### src/design/pes_pkg.sv
// Shared widths, request codes and table entry type for the periodic event scheduler.
`timescale 1ns / 1ps

package pes_pkg;

  localparam int ID_W   = 32;
  localparam int PER_W  = 16;
  localparam int TIME_W = 40;
  localparam int FC_W   = 7;
  localparam int REQ_W  = 2;

  localparam logic [REQ_W-1:0] REQ_ADD   = 2'd0;
  localparam logic [REQ_W-1:0] REQ_FIRE  = 2'd1;
  localparam logic [REQ_W-1:0] REQ_CLEAR = 2'd2;

  localparam logic [TIME_W-1:0] TIME_MAX = {TIME_W{1'b1}};

  typedef struct packed {
    logic [ID_W-1:0]   id;
    logic [PER_W-1:0]  period;
    logic [TIME_W-1:0] due;
  } entry_t;

  typedef struct packed {
    logic sample;
    logic first;
  } pick_ctl_t;

endpackage

### src/design/pes_pick.sv
// Shared compare unit: keeps the earliest entry seen so far during a table scan.
`timescale 1ns / 1ps

module pes_pick #(
  parameter int AW = 6
) (
  input  logic               clk,
  input  pes_pkg::pick_ctl_t ctl,
  input  pes_pkg::entry_t    cand,
  input  logic [AW-1:0]      cand_idx,
  output pes_pkg::entry_t    best,
  output logic [AW-1:0]      best_idx
);
  import pes_pkg::*;

  entry_t        best_r;
  logic [AW-1:0] best_idx_r;
  logic          better;

  assign better = (cand.due < best_r.due) ||
                  ((cand.due == best_r.due) && (cand.id < best_r.id));

  always_ff @(posedge clk) begin
    if (ctl.sample && (ctl.first || better)) begin
      best_r     <= cand;
      best_idx_r <= cand_idx;
    end
  end

  assign best     = best_r;
  assign best_idx = best_idx_r;

endmodule
### config.mk
export PLATFORM = sky130hd
export DESIGN_NAME = pes_pick
export DESIGN_NICKNAME = d
export VERILOG_FILES = /design/src/design/pes_pkg.sv /design/src/design/pes_pick.sv
export SDC_FILE = /design/constraint.sdc
export NUM_CORES = 1
export LEC_CHECK = 0
export ABC_AREA = 1
export BUFFER_PORTS_ARGS = -buffer_cell sky130_fd_sc_hd__buf_2
export CAP_MARGIN = 20
export CORE_AREA = 3 3 104 106
export DETAILED_ROUTE_END_ITERATION = 6
export DIE_AREA = 0 0 107 109
export HOLD_SLACK_MARGIN = 0.12
export PLACE_DENSITY_LB_ADDON = 0.25
export SYNTH_ARGS = -nofsm -noshare
export SYNTH_HDL_FRONTEND = slang
export SYNTH_SLANG_ARGS = --single-unit
### constraint.sdc
create_clock -name clk -period 4.9 [get_ports clk]
set_clock_uncertainty 0.05 [all_clocks]
set_input_delay 0.49 -clock clk [delete_from_list [all_inputs] [get_ports clk]]
set_output_delay 0.49 -clock clk [all_outputs]
set_load 0.02 [all_outputs]
==> results.py, run 1 <==
metrics = {
    "routing": {
        "via_per_inst": 4.625,
        "ant_nets": 0,
        "detail_route.wl_per_cell_um": 13.57,
        "drc_errors": 0,
        "detail_route.wirelength_um": 10440,
        "drt_iter0_markers": 106,
        "vias": 3557,
        "dr.pass1.iters": 4,
    },
    "cts": {
        "clk_pin_slew_ns": 0.08,
        "htree_levels": 3,
        "hold_buffers": 0,
        "clockRootBuffer": "clkbuf_8",
        "cts_tree": "done",
        "cts_setup_buffers": 0,
        "post_cts_resized": 0,
        "numClockSinks": 94,
        "clk_path_buf_depth": 2,
        "clk_latency_ns": 0.36,
        "cts_made_buffers": 9,
    },
    "layout": {
        "layout_commonest_cell": "buf_2",
        "fin_cells": 769,
        "syn2layout_area_growth_pct": 27.35,
        "antenna_cells": 0,
        "drive_gt1_share_pct": 34.91,
        "layout_common_cells": "buf_2 (190), edfxtp_1 (94), inv_1 (91)",
        "nets": 800,
    },
    "floorplanning": {
        "core_area_mm2": 0.009864,
        "io_pins": 191,
        "initial_core_util_pct": 48.83,
        "die_area_mm2": 0.01166,
        "rows": 36,
        "die_w_um": 107,
        "die_y_um": 109,
    },
    "placed_design": {
        "io_buffers": 190,
        "gp_congestion": 0.7903,
        "place_hpwl_um": 8437,
        "place_inst": 754,
    },
    "critical_path": {
        "crit_path_max_incr_delay_ns": 0.61,
        "cp.depth": 12,
        "cp_data_required_time_ns": 4.84,
        "crit_path_top_delay_cell": "buf_4",
        "arrival_ns": 2.76,
        "path_class": "reg2reg",
        "crit_chain": "inv_1 > ha_1 > nand2_1 > nor2_2 > nand2_2 > nor2_2 > nor3b_2 > nand2_1 > nor2_1 > nand2_1 > a21oi_4 > buf_4",
        "cp_top_family": "simple AND/OR/NAND/NOR gates",
        "start_kind": "flop",
        "critPathCaptureType": "flop",
        "critical_path.max_fanout": 59,
        "worst-r2r-cell-count": 12,
        "crit_path_frequent_cell": "nand2_1",
        "critPathBufInv": 2,
    },
    "sta": {
        "drv_slew": 0,
        "min_period_ns": 2.822,
        "tns_ns": 0,
        "min_period_over_period_pct": 57.59,
        "relSlewSlack_pct": 50.17,
        "max_slew.worst_pin.slew_ns": 0.7475,
        "setup_viol": 0,
        "fmax_mhz": 354.4,
        "rsz0062_at_grt": "no",
        "finalHoldViolCount": 0,
    },
    "global_route": {
        "grt_pass1_wl_um": 16950,
        "antenna_found_initial": 0,
        "grt_pass1_vias": 3693,
        "grt_util_all_layers_pct": 18.64,
        "grt_start_max_net_pins": 60,
        "grt-ovfl-total": 0,
    },
    "min_path": {
        "hold_path_depth": 1,
        "hp-class": "in2reg",
    },
    "synth": {
        "synth_cell_types": 23,
        "seq_area_frac_synth_pct": 58.60,
        "syn_area_mm2": 0.004817,
        "synth_top_area_share_pct": 58.60,
        "yosysWarningCount": 0,
        "syn_inst": 429,
        "syn_area_per_cell_um2": 11.23,
        "synth_nets": 597,
        "synth_area_leaders": "edfxtp_1 (59%), ha_1 (18%), inv_1 (7.1%)",
        "synth-seq-cells": 94,
        "yosysTopAreaCell": "edfxtp_1",
    },
    "pwr": {
        "combPwrFrac_pct": 19.3,
        "p_leak_nw": 3.161,
        "switchingPower_mw": 0.5053,
        "power_density_mw_per_mm2": 296.0,
        "ir_worst_vdd_mv": 0.1490,
        "clock_power_share_pct": 26.9,
        "cellInternalPower_mw": 1.311,
        "pwr-share-seq_pct": 53.8,
        "switching_share_pct": 27.82,
    },
    "job": {
        "cap_violations": 0,
    },
    "run_status": {
        "run_status": "completed",
    },
}
## flip-flops by register name (all words and copies together) (netlist names)
register / flops
best: 88
best_idx: 6
## per-layer routing
metal	global-route usage, %	share of wire [%]
met2	32.64	49
met5	0	0
met3	3.908	7.1
met1	22.09	42
met4	8.584	2.3
## metrics by stage
step / util [%] / setup slack (ns) / hold slack [ns] / instance area [um^2] / power, mW
floorplan: - / 0.3248 / 0.5389 / 4817 / 1.210
global placement: 60.39 / 1.891 / 0.6165 / 5957 / 1.337
detailed placement: 60.39 / 1.852 / 0.6186 / 5957 / 1.350
CTS: 62.19 / 2.041 / 0.2304 / 6135 / 1.837
global route: 62.19 / 1.861 / 0.2318 / 6135 / 1.917
finish: 62.19 / 2.078 / 0.2521 / 6135 / 1.816
## cell usage after synthesis (all sizes together)
cell,n
or2,1
edfxtp,94
a21boi,1
clkinv,3
a21o,2
o21a,1
nand3,5
inv,99
nand3b,2
o21ai,7
nor3,2
ha,71
nand2,86
nor2,23
nand4,1
a21oi,30
nor3b,1
## final timing paths
kind,from,slack [ns],end
setup reg to reg,best[35],2.08,best[58]
setup / recovery,best[35],2.08,best[58]
hold / removal,cand_idx[2],0.25,best_idx[2]
hold reg to reg,best[72],1.44,best[18]
## cells by family (layout without fill, tap and decap cells)
logic type	after synthesis	after routing	synth area share [%]
fa+ha+maj	71	71	18.44
flops	94	94	58.60
simple gates	121	121	10.47
compound gates	41	41	4.545
buf+inv	102	309	7.948
## power groups by stage
stage	logic [mW]	clock network [mW]	registers, mW
2_1_floorplan	0.144	0	1.07
3_3_place_gp	0.343	0	0.993
3_5_place_dp	0.354	0	0.996
4_1_cts	0.357	0.502	0.977
5_1_grt	0.401	0.533	0.984
6_report	0.350	0.489	0.976
## cell type report
cell class                 instances  area [um^2]
sequential                        94         2823
clock buffer                       9        123.9
fill                             828         3730
timing repair buffer             192        965.9
tap                              133        166.4
inverter                         102        382.9
clock inverter                     6        53.80
multi-input combinational        233         1619
Note: power is estimated with default switching activity, not from simulation.
==> inputs of run 2 (changes only) <==
--- a/config.mk
+++ b/config.mk
@@ -8,9 +8,9 @@
 export ABC_AREA = 1
 export BUFFER_PORTS_ARGS = -buffer_cell sky130_fd_sc_hd__buf_2
 export CAP_MARGIN = 20
-export CORE_AREA = 3 3 104 106
+export CORE_AREA = 3 3 109 111
 export DETAILED_ROUTE_END_ITERATION = 6
-export DIE_AREA = 0 0 107 109
+export DIE_AREA = 0 0 112 114
 export HOLD_SLACK_MARGIN = 0.12
 export PLACE_DENSITY_LB_ADDON = 0.25
 export SYNTH_ARGS = -nofsm -noshare
==> constraint.sdc (replaced) <==
create_clock -name clk -period 2.3 [get_ports clk]
set_clock_uncertainty 0.05 [all_clocks]
set_input_delay 0.23 -clock clk [delete_from_list [all_inputs] [get_ports clk]]
set_output_delay 0.23 -clock clk [all_outputs]
set_load 0.02 [all_outputs]
==> run 2 against run 1 <==
- the run now ends with negative setup slack left
- combinational power increased to 2.9 times the previous value
- clock-buffer cell count is 1 higher
- die area increased by 9.5%
- worst setup slack lost 2.2 ns
- register-to-register slack got worse by 2.2 ns
- utilization up 6.7 points
- worst hold slack better by 0.23 ns
- clock power grew 130%
- first-iteration DRC count increased by 15%
- wire length is 26% higher
- via count rose by 16%
- sequential power increased by 110%
- critical path type unchanged
- largest cell class unchanged
==> results.py, run 2 (synthesis results as in run 1) <==
metrics = {
    "placed_design": {
        "io_buffers": 190,
        "post_dp_cell_area_mm2": 0.006038,
        "place_inst": 764,
        "place_hpwl_um": 8642,
        "gp_congestion": 0.7600,
    },
    "sta": {
        "finalHoldViolCount": 0,
        "rsz0062_at_grt": "yes",
        "min_period_ns": 2.376,
        "fmax_mhz": 420.9,
        "setup_viol": 94,
        "worst_hold_slack_ns": 0.4842,
        "relSlewSlack_pct": 85.10,
        "max_slew.worst_pin.slew_ns": 0.2236,
        "finalWorstSetupSlack_ns": -0.07607,
        "drv_slew": 0,
        "min_period_over_period_pct": 103.3,
    },
    "routing": {
        "detail_route.wl_per_cell_um": 14.85,
        "via_per_inst": 4.661,
        "wl_met3_um": 880,
        "dr.pass1.iters": 4,
        "ant_nets": 0,
        "drt_iter0_markers": 122,
        "wl_met2_um": 6921,
        "highest_layer": "met4",
        "drc_errors": 0,
        "detail_route.wirelength_um": 13150,
        "met1_length_um": 5127,
        "vias": 4130,
    },
    "cts": {
        "clockRootBuffer": "clkbuf_8",
        "clk_latency_ns": 0.36,
        "clk_path_buf_depth": 2,
        "cts_tree": "done",
        "cts_made_buffers": 9,
        "htree_levels": 3,
        "numClockSinks": 94,
        "clk_pin_slew_ns": 0.10,
    },
    "layout": {
        "syn2layout_area_growth_pct": 55.71,
        "layout_common_cells": "buf_2 (190), edfxtp_1 (94), dlygate4sd3_1 (94)",
        "stdcell_area_mm2": 0.007501,
        "drive_gt1_share_pct": 34.85,
        "nets": 909,
        "layout_commonest_cell": "buf_2",
        "final_util_pct": 68.89,
        "fin_cells": 886,
        "antenna_cells": 0,
        "largest_register_ffs": 88,
    },
    "pwr": {
        "ir_worst_vdd_mv": 0.3675,
        "power_density_mw_per_mm2": 563.9,
        "p_leak_nw": 3.690,
    },
    "floorplanning": {
        "die_y_um": 114,
        "initial_core_util_pct": 44.24,
        "die_area_mm2": 0.01277,
        "rows": 38,
        "io_pins": 191,
        "die_w_um": 112,
        "core_area_mm2": 0.01089,
    },
    "global_route": {
        "grt-ovfl-total": 0,
        "antenna_found_initial": 0,
        "grt_pass1_vias": 4154,
        "grt_pass1_wl_um": 20040,
        "grt_start_max_net_pins": 25,
        "grt_util_all_layers_pct": 19.75,
    },
    "critical_path": {
        "critical_path.max_fanout": 7,
        "crit_path_max_incr_delay_ns": 0.36,
        "critPathCaptureType": "flop",
        "r2r_end": "best[2]",
        "r2r_slack_ns": -0.08,
        "crit_path_top_delay_cell": "edfxtp_1",
        "cp_data_required_time_ns": 2.33,
        "cp_top_family": "simple AND/OR/NAND/NOR gates",
        "worst-r2r-cell-count": 13,
        "crit_chain": "inv_1 > ha_1 > nand2_1 > nor2_2 > nand2_1 > nor2_2 > nor3b_2 > nand2_1 > nor2_1 > nand2_1 > a21oi_4 > buf_12 > clkbuf_16",
        "crit_path_frequent_cell": "nand2_1",
        "start_kind": "flop",
        "critPathBufInv": 3,
        "r2r-start": "best[27]",
        "path_class": "reg2reg",
        "arrival_ns": 2.41,
    },
    "job": {
        "cap_violations": 0,
    },
    "run_status": {
        "run_status": "finished with violations",
        "violations": "negative setup slack",
    },
    "min_path": {
        "hp-class": "in2reg",
        "min_from": "ctl[1]",
        "whs_endpoint": "best[46]",
        "hold_path_depth": 5,
    },
}
-- run 2: metrics by stage --
stage / setup slack, ns / TNS [ns] / total power [mW]
after floorplan: -1.273 / -119.63 / 2.577
after global placement: -0.02062 / -1.020 / 2.869
after detailed placement: -0.06131 / -3.677 / 2.897
after CTS: -0.06181 / -3.987 / 4.182
after global routing: -0.1975 / -17.33 / 4.453
final: -0.07607 / -5.760 / 4.229
-- run 2: final cells by class --
| cell class | count | area, um^2 |
|---|---|---|
| well taps | 140 | 175.2 |
| multi-input cells | 233 | 1749 |
| flip-flops and latches | 94 | 2823 |
| clock inverters | 6 | 70.07 |
| inverters | 102 | 382.9 |
| repair buffers | 301 | 2173 |
| clock buffers | 10 | 127.6 |
| fillers | 800 | 3387 |
-- run 2: repair_timing --
item / CTS / global route
hold buffers: 94 / 0
endpoints found under the hold margin: 94 / 0
setup buffers: 3 / 2
pin swaps: 1 / 12
setup endpoints to repair: 94 / 94
gates cloned: 2 / 5
gates resized for setup: 2 / 27
-- run 2: where the power goes --
group	internal [mW]	switching, mW
sequential	2.03	0.0503
combinational	0.473	0.551
clock	0.514	0.612
total	3.02	1.21
-- run 2: worst max-delay path by stage --
| stage | start | endpoint | cells after the start |
|---|---|---|---|
| 2_1_floorplan | best[31] | best[0] | 11 |
| 3_3_place_gp | best[33] | best_idx[5] | 12 |
| 3_5_place_dp | best[37] | best[60] | 12 |
| 4_1_cts | best[37] | best[75] | 13 |
| 5_1_grt | best[27] | best[3] | 13 |
| 6_report | best[27] | best[2] | 13 |
-- run 2: tightest hold or removal path: cells and delay by family --
| family | cells | cell delay, ns |
|---|---|---|
| AOI/OAI and AO/OA | 1 | 0.05 |
| buffers and inverters | 4 | 0.45 |
-- run 2: metal layers --
metal  vias to the layer above  global-route usage [%]
met3                        19                   5.358
met4                         0                   6.010
met1                      1920                   23.09
met5                         -                       0
li1                       2041                       -
met2                       150                   35.57
